`src/design/wmfe_pkg.sv`:
```
// ----------------------------------------------------------------------------
// Windowed motion-feature extractor package
// Shared sizes, feature and mode codes, and the command and status bundles
// that join the controller to the datapath.
// ----------------------------------------------------------------------------
package wmfe_pkg;

  // Ring geometry.
  localparam int unsigned WINDOW   = 64;
  localparam int unsigned PTR_W    = $clog2(WINDOW);
  localparam int unsigned CNT_W    = $clog2(WINDOW + 1);

  // Sample fields and their place in one stored entry.
  localparam int unsigned NUM_AXES   = 6;
  localparam int unsigned AXIS_IDX_W = 3;
  localparam int unsigned AXIS_W     = 16;
  localparam int unsigned MAG_W      = 16;
  localparam int unsigned TIME_W     = 32;
  localparam int unsigned AMAG_LO    = NUM_AXES * AXIS_W;
  localparam int unsigned GMAG_LO    = AMAG_LO + MAG_W;
  localparam int unsigned TIME_LO    = GMAG_LO + MAG_W;
  localparam int unsigned ENTRY_W    = TIME_LO + TIME_W;

  // Result fields.
  localparam int unsigned VAL_W  = 48;
  localparam int unsigned FID_W  = 5;
  localparam int unsigned MODE_W = 2;

  // Accumulator and arithmetic widths.
  localparam int unsigned SUM_W      = AXIS_W + CNT_W;
  localparam int unsigned SQ_W       = 2 * AXIS_W - 1 + CNT_W;
  localparam int unsigned FRAC_W     = 8;
  localparam int unsigned MEAN_DVD_W = SUM_W + FRAC_W;
  localparam int unsigned NSQ_W      = CNT_W + SQ_W;
  localparam int unsigned S2_W       = 2 * SUM_W;
  localparam int unsigned DEV_D_W    = (NSQ_W > S2_W) ? NSQ_W : S2_W;
  localparam int unsigned DEV_SHIFT  = 16;
  localparam int unsigned DEV_DVD_W  = DEV_D_W + DEV_SHIFT;
  localparam int unsigned NN_W       = 2 * CNT_W;
  localparam int unsigned JERK_SCALE = 256000;
  localparam int unsigned JSCALE_W   = 18;
  localparam int unsigned JNUM_W     = MAG_W + JSCALE_W;
  localparam int unsigned JSUM_W     = JNUM_W + CNT_W;
  localparam int unsigned DVD_A_W    = (DEV_DVD_W > JSUM_W) ? DEV_DVD_W : JSUM_W;
  localparam int unsigned DVD_B_W    = (MEAN_DVD_W > JNUM_W) ? MEAN_DVD_W : JNUM_W;
  localparam int unsigned DVD_W      = (DVD_A_W > DVD_B_W) ? DVD_A_W : DVD_B_W;
  localparam int unsigned DVS_W      = TIME_W;
  localparam int unsigned IT_W       = $clog2(DVD_W + 1);
  localparam int unsigned ROOT_W     = (DEV_DVD_W + 1) / 2;
  localparam int unsigned SQI_W      = 2 * ROOT_W;
  localparam int unsigned RIT_W      = $clog2(ROOT_W + 1);

  // Request modes.
  localparam logic [MODE_W-1:0] MODE_ADD   = 2'd0;
  localparam logic [MODE_W-1:0] MODE_SNAP  = 2'd1;
  localparam logic [MODE_W-1:0] MODE_CLEAR = 2'd2;

  // Configuration register index.
  localparam logic REG_ENABLE = 1'b0;

  // Feature codes in emission order.
  localparam logic [FID_W-1:0] FID_AVAIL     = 5'd0;
  localparam logic [FID_W-1:0] FID_COUNT     = 5'd1;
  localparam logic [FID_W-1:0] FID_START     = 5'd2;
  localparam logic [FID_W-1:0] FID_END       = 5'd3;
  localparam logic [FID_W-1:0] FID_DUR       = 5'd4;
  localparam logic [FID_W-1:0] FID_MEAN      = 5'd5;
  localparam logic [FID_W-1:0] FID_MEAN_END  = 5'd10;
  localparam logic [FID_W-1:0] FID_DEV       = 5'd11;
  localparam logic [FID_W-1:0] FID_DEV_END   = 5'd16;
  localparam logic [FID_W-1:0] FID_ENERGY    = 5'd17;
  localparam logic [FID_W-1:0] FID_ENERGY_END = 5'd22;
  localparam logic [FID_W-1:0] FID_MJERK     = 5'd23;
  localparam logic [FID_W-1:0] FID_PJERK     = 5'd24;
  localparam logic [FID_W-1:0] FID_PACC      = 5'd25;
  localparam logic [FID_W-1:0] FID_PGYRO     = 5'd26;
  localparam logic [FID_W-1:0] FID_LAST      = 5'd26;

  typedef enum logic [1:0] {
    DIV_JERK,
    DIV_MEAN,
    DIV_DEV,
    DIV_MJERK
  } div_op_e;

  typedef struct packed {
    logic             write;
    logic             clear;
    logic             snap_begin;
    logic             empty_emit;
    logic             sample;
    logic             div_start;
    div_op_e          div_op;
    logic             jerk_acc;
    logic             dev_prep;
    logic             sqrt_start;
    logic             emit;
    logic [FID_W-1:0] fid;
  } ctrl_cmd_t;

  typedef struct packed {
    logic snap_empty;
    logic jerk_cond;
    logic walk_last;
    logic walk_done;
    logic jcnt_zero;
    logic div_busy;
    logic sqrt_busy;
  } dp_status_t;

  function automatic logic is_mean(input logic [FID_W-1:0] fid);
    return (fid >= FID_MEAN) && (fid <= FID_MEAN_END);
  endfunction

  function automatic logic is_dev(input logic [FID_W-1:0] fid);
    return (fid >= FID_DEV) && (fid <= FID_DEV_END);
  endfunction

  // Axis that a mean, deviation or energy feature refers to.
  function automatic logic [AXIS_IDX_W-1:0] axis_of(input logic [FID_W-1:0] fid);
    logic [FID_W-1:0] a;
    a = '0;
    if (fid >= FID_ENERGY) begin
      a = fid - FID_ENERGY;
    end else if (fid >= FID_DEV) begin
      a = fid - FID_DEV;
    end else if (fid >= FID_MEAN) begin
      a = fid - FID_MEAN;
    end
    return a[AXIS_IDX_W-1:0];
  endfunction

  function automatic logic [PTR_W-1:0] next_ptr(input logic [PTR_W-1:0] p);
    return (p == PTR_W'(WINDOW - 1)) ? '0 : p + 1'b1;
  endfunction

endpackage

```
`src/design/wmfe_ctrl.sv`:
```
// ----------------------------------------------------------------------------
// Windowed motion-feature extractor controller
// Sequences the window walk and the per-feature computations.
// ----------------------------------------------------------------------------
module wmfe_ctrl (
  input  logic                          clk_i,
  input  logic                          rst_ni,
  input  logic                          start_i,
  input  logic [wmfe_pkg::MODE_W-1:0]   mode_i,
  input  wmfe_pkg::dp_status_t          status_i,
  output wmfe_pkg::ctrl_cmd_t           cmd_o,
  output logic                          busy_o
);

  localparam logic [3:0] S_IDLE      = 4'd0;
  localparam logic [3:0] S_READ      = 4'd1;
  localparam logic [3:0] S_SAMPLE    = 4'd2;
  localparam logic [3:0] S_JDIV      = 4'd3;
  localparam logic [3:0] S_FEAT      = 4'd4;
  localparam logic [3:0] S_DEV       = 4'd5;
  localparam logic [3:0] S_DIV_WAIT  = 4'd6;
  localparam logic [3:0] S_SQRT_WAIT = 4'd7;
  localparam logic [3:0] S_EMIT      = 4'd8;

  logic [3:0]                   state_q, state_d;
  logic [wmfe_pkg::FID_W-1:0]   fid_q, fid_d;

  always_comb begin
    cmd_o     = '0;
    cmd_o.fid = fid_q;
    state_d   = state_q;
    fid_d     = fid_q;
    unique case (state_q)
      S_IDLE: begin
        if (start_i) begin
          unique case (mode_i)
            wmfe_pkg::MODE_ADD:   cmd_o.write = 1'b1;
            wmfe_pkg::MODE_CLEAR: cmd_o.clear = 1'b1;
            wmfe_pkg::MODE_SNAP: begin
              if (status_i.snap_empty) begin
                cmd_o.empty_emit = 1'b1;
              end else begin
                cmd_o.snap_begin = 1'b1;
                state_d          = S_READ;
              end
            end
            default: ;
          endcase
        end
      end
      S_READ: state_d = S_SAMPLE;
      S_SAMPLE: begin
        cmd_o.sample = 1'b1;
        if (status_i.jerk_cond) begin
          cmd_o.div_start = 1'b1;
          cmd_o.div_op    = wmfe_pkg::DIV_JERK;
          state_d         = S_JDIV;
        end else if (status_i.walk_last) begin
          fid_d   = wmfe_pkg::FID_AVAIL;
          state_d = S_FEAT;
        end else begin
          state_d = S_READ;
        end
      end
      S_JDIV: begin
        if (!status_i.div_busy) begin
          cmd_o.jerk_acc = 1'b1;
          if (status_i.walk_done) begin
            fid_d   = wmfe_pkg::FID_AVAIL;
            state_d = S_FEAT;
          end else begin
            state_d = S_READ;
          end
        end
      end
      S_FEAT: begin
        if (wmfe_pkg::is_mean(fid_q)) begin
          cmd_o.div_start = 1'b1;
          cmd_o.div_op    = wmfe_pkg::DIV_MEAN;
          state_d         = S_DIV_WAIT;
        end else if (wmfe_pkg::is_dev(fid_q)) begin
          cmd_o.dev_prep = 1'b1;
          state_d        = S_DEV;
        end else if (fid_q == wmfe_pkg::FID_MJERK && !status_i.jcnt_zero) begin
          cmd_o.div_start = 1'b1;
          cmd_o.div_op    = wmfe_pkg::DIV_MJERK;
          state_d         = S_DIV_WAIT;
        end else begin
          state_d = S_EMIT;
        end
      end
      S_DEV: begin
        cmd_o.div_start = 1'b1;
        cmd_o.div_op    = wmfe_pkg::DIV_DEV;
        state_d         = S_DIV_WAIT;
      end
      S_DIV_WAIT: begin
        if (!status_i.div_busy) begin
          if (wmfe_pkg::is_dev(fid_q)) begin
            cmd_o.sqrt_start = 1'b1;
            state_d          = S_SQRT_WAIT;
          end else begin
            state_d = S_EMIT;
          end
        end
      end
      S_SQRT_WAIT: begin
        if (!status_i.sqrt_busy) begin
          state_d = S_EMIT;
        end
      end
      S_EMIT: begin
        cmd_o.emit = 1'b1;
        if (fid_q == wmfe_pkg::FID_LAST) begin
          state_d = S_IDLE;
        end else begin
          fid_d   = fid_q + 1'b1;
          state_d = S_FEAT;
        end
      end
      default: state_d = S_IDLE;
    endcase
  end

  always_ff @(posedge clk_i or negedge rst_ni) begin
    if (!rst_ni) begin
      state_q <= S_IDLE;
      fid_q   <= '0;
    end else begin
      state_q <= state_d;
      fid_q   <= fid_d;
    end
  end

  assign busy_o = (state_q != S_IDLE);

endmodule

```
`config.mk`:
```
export PLATFORM = sky130hd
export DESIGN_NAME = wmfe_ctrl
export DESIGN_NICKNAME = d
export VERILOG_FILES = /design/src/design/wmfe_pkg.sv /design/src/design/wmfe_ctrl.sv
export SDC_FILE = /design/constraint.sdc
export NUM_CORES = 1
export LEC_CHECK = 0
export ABC_AREA = 0
export BUFFER_PORTS_ARGS = -buffer_cell sky130_fd_sc_hd__buf_2
export CORE_UTILIZATION = 50
export CTS_CLUSTER_SIZE = 10
export DETAILED_ROUTE_END_ITERATION = 10
export GPL_TIMING_DRIVEN = 0
export PLACE_DENSITY = 0.88
export SETUP_SLACK_MARGIN = 0.15
export SLEW_MARGIN = 20
export SYNTH_ARGS = -nofsm -noshare
export SYNTH_HDL_FRONTEND = slang
export SYNTH_SLANG_ARGS = --single-unit
export TNS_END_PERCENT = 30
```
`constraint.sdc`:
```
create_clock -name clk_i -period 2.3 [get_ports clk_i]
set_input_delay 0.345 -clock clk_i [delete_from_list [all_inputs] [get_ports clk_i]]
set_output_delay 0.345 -clock clk_i [all_outputs]
set_load 0.02 [all_outputs]
```
==> out/metrics.cfg <==
[outcome]
status = completed

[clocking]
h-tree-depth = 1
cts_tree = done
cts.sinks = 9
cts.path.max_buffers = 2
clockRootBuffer = clkbuf_4
path_clk_slew_ps = 70
clock_latency_ps = 270
cts_buffers = 3

[layout]
syn_to_final_growth_pct = 54.0
n_antenna_cell = 0
final_cell_mix = buf_2, buf_4, nor2_1, nand2_1, inv_1
fin_nets = 193
design_area_sq_mm = 0.00141
drive_gt1_frac = 0.458
final_common_cell = buf_2

[sta]
period_share = 0.976
setup_viol = 0
hold_viol_final = 0
fin_setup_tns_ps = 0
fin_ws_ps = 56.2
rsz0062_at_grt = true
fin_skew_ps = 17.2
whs_ps = 456
slew_viol_final = 0
worstMarginPinSlew_ps = 378
slew_headroom = 0.742
post-route-min-period_ps = 2240
fmax_ghz = 0.446

[yosys]
ys_top_cells_by_area = dfrtp_1, nor2_1, nand2_1, inv_1, ha_1
synth_nets = 141
synth-seq-area-share = 0.247
synth-seq-cells = 9
synth_top_cell_by_area = dfrtp_1
yosysTopAreaCellShare = 0.247
synthDistinctLibCells = 41
syn_area_per_cell_sq_um = 7.25
syn_inst = 126
yosysWarnings = 0
netlist_area_sq_um = 913

[place]
numPortBuffers = 29
dpl_cell_area_sq_mm = 0.00110
dpl_worst_slack_ps = 128
hpwl_um = 1830
gp_congestion = 0.988

[die]
fp.dieH_um = 44.7
io-pin-count = 30
rows = 15
die-area_sq_mm = 0.00200
core_sq_mm = 0.00173
initial_core_util = 0.529
dieWidth_um = 44.7

[power_and_ir_drop]
pwr-share-clk = 0.101
p_per_area_mw_per_mm2 = 893
pwr-share-seq = 0.197
leakagePower_uw = 0.000668
p_sw_uw = 604
irDropWorstVdd_v = 0.000606
internal_power_uw = 652
p_total_uw = 1260
comb_power_share = 0.703
p_sw_frac = 0.481

[drt]
vias = 1193
vias_per_cell = 5.91
first_iter_violations = 47
first_pass_iters = 4
drc = 0
ant_nets = 0
routedWlPerCell_um = 15.2
wl_um = 3070

[global_route]
grt_pass1_vias = 1109
grt_overflow = 0
grt_util_all_layers = 0.327
grt_pass1_wl_um = 4740
antenna_found_initial = 0
grt_max_degree = 11

[run]
cap_violations = 0

[critical_path]
path_max_fanout = 4
reg2reg_slack_ps = 100
end_kind = output port
worstPathArrival_ps = 1900
worstPathRequired_ps = 1960
setup.worst_path.end = cmd_o[6]
critPathLaunch = fid_q[1]$_DFFE_PN0P_
r2r-end = state_q[1]$_DFFE_PN0P_
reg2reg_depth = 8
cp-start-kind = flip-flop
r2r-start = fid_q[0]$_DFFE_PN0P_
critPathKind = reg2out

[min_path]
min-delay-path-class = in2async

[cells by family (layout without fill, tap and decap cells)]
| group | Yosys count | in the layout | share of synthesized area |
|---|---|---|---|
| compound gates | 28 | 28 | 0.229 |
| fa+ha+maj | 3 | 3 | 0.0411 |
| mux | 1 | 1 | 0.0110 |
| simple gates | 64 | 64 | 0.370 |
| flops | 9 | 9 | 0.247 |
| xor+xnor | 2 | 2 | 0.0192 |
| buf+inv | 19 | 70 | 0.0836 |
[power by group through the flow]
stage          sequential (uW)  clock (uW)  combinational, uW
2_1_floorplan              247           0                452
3_3_place_gp               245           0                597
3_5_place_dp               253           0                610
4_1_cts                    244         125                784
5_1_grt                    250         135                952
6_report                   247         126                883
[worst min-delay path by stage]
stage,endpoint,depth (start not counted),slack [ps],start
final,state_q[3]$_DFFE_PN0P_,2,460,rst_ni
after global routing,state_q[3]$_DFFE_PN0P_,2,480,rst_ni
after CTS,fid_q[3]$_DFFE_PN0P_,2,450,rst_ni
after detailed placement,fid_q[0]$_DFFE_PN0P_,1,210,rst_ni
after global placement,fid_q[2]$_DFFE_PN0P_,1,200,rst_ni
after floorplan,fid_q[0]$_DFFE_PN0P_,0,50,rst_ni
[synth_stat cells (all sizes together)]
cell	n
a311oi	1
mux2i	1
or2	1
buf	4
and3b	1
a21oi	6
nor3b	2
o22ai	1
nand4bb	1
inv	12
o21ai	8
a21o	1
nand3b	2
or4b	1
or3	2
nor4	3
a32oi	2
nand2b	6
a2bb2oi	1
nor2b	4
xor2	2
and3	1
or4	1
o221ai	1
a41oi	1
nand3	5
nor3	2
nor2	16
and2b	1
o31ai	1
nand2	14
a22o	1
ha	3
a2111oi	1
a211o	1
and4	1
a31oi	1
clkbuf	3
dfrtp	9
a211oi	1
[flip-flops by register name, indices dropped and copies added, names as in the netlist]
| name | count |
|---|---|
| fid_q | 5 |
| state_q | 4 |
[worst max-delay path, stage by stage (launching register included)]
cell	delay (ps)
dfrtp_2	440
buf_4	160
buf_4	140
or3_4	340
o22ai_4	160
nand3_2	130
nor2_1	120
buf_4	150
[cell type report]
type,instances,area [sq um]
tap,25,31.3
multi-input combinational,98,741
clock buffer,4,26.3
timing repair buffer,47,293
inverter,12,45.0
buffer,7,40.0
fill,109,320
sequential,9,230
[layer usage]
| layer | wire, um | vias to the layer above | GRT usage |
|---|---|---|---|
| met5 | 0 | - | 0 |
| met4 | 75 | 0 | 0.145 |
| met3 | 273 | 11 | 0.0800 |
| met2 | 1540 | 77 | 0.521 |
| met1 | 1170 | 561 | 0.421 |
| li1 | - | 544 | - |
[per-stage QoR]
| stage | utilization | instances |
|---|---|---|
| floorplan | - | 126 |
| global placement | 0.635 | 180 |
| detailed placement | 0.635 | 180 |
| CTS | 0.783 | 198 |
| global route | 0.814 | 202 |
| finish | 0.814 | 202 |
[repair_timing]
item,4_1_cts,5_1_grt
setup buffers,13,4
setup endpoints to repair,9,10
pin swaps,11,3
endpoints found under the hold margin,9,0
hold buffers,1,0
gates resized for setup,30,18
No activity file was read; power rests on OpenSTA's default activity.
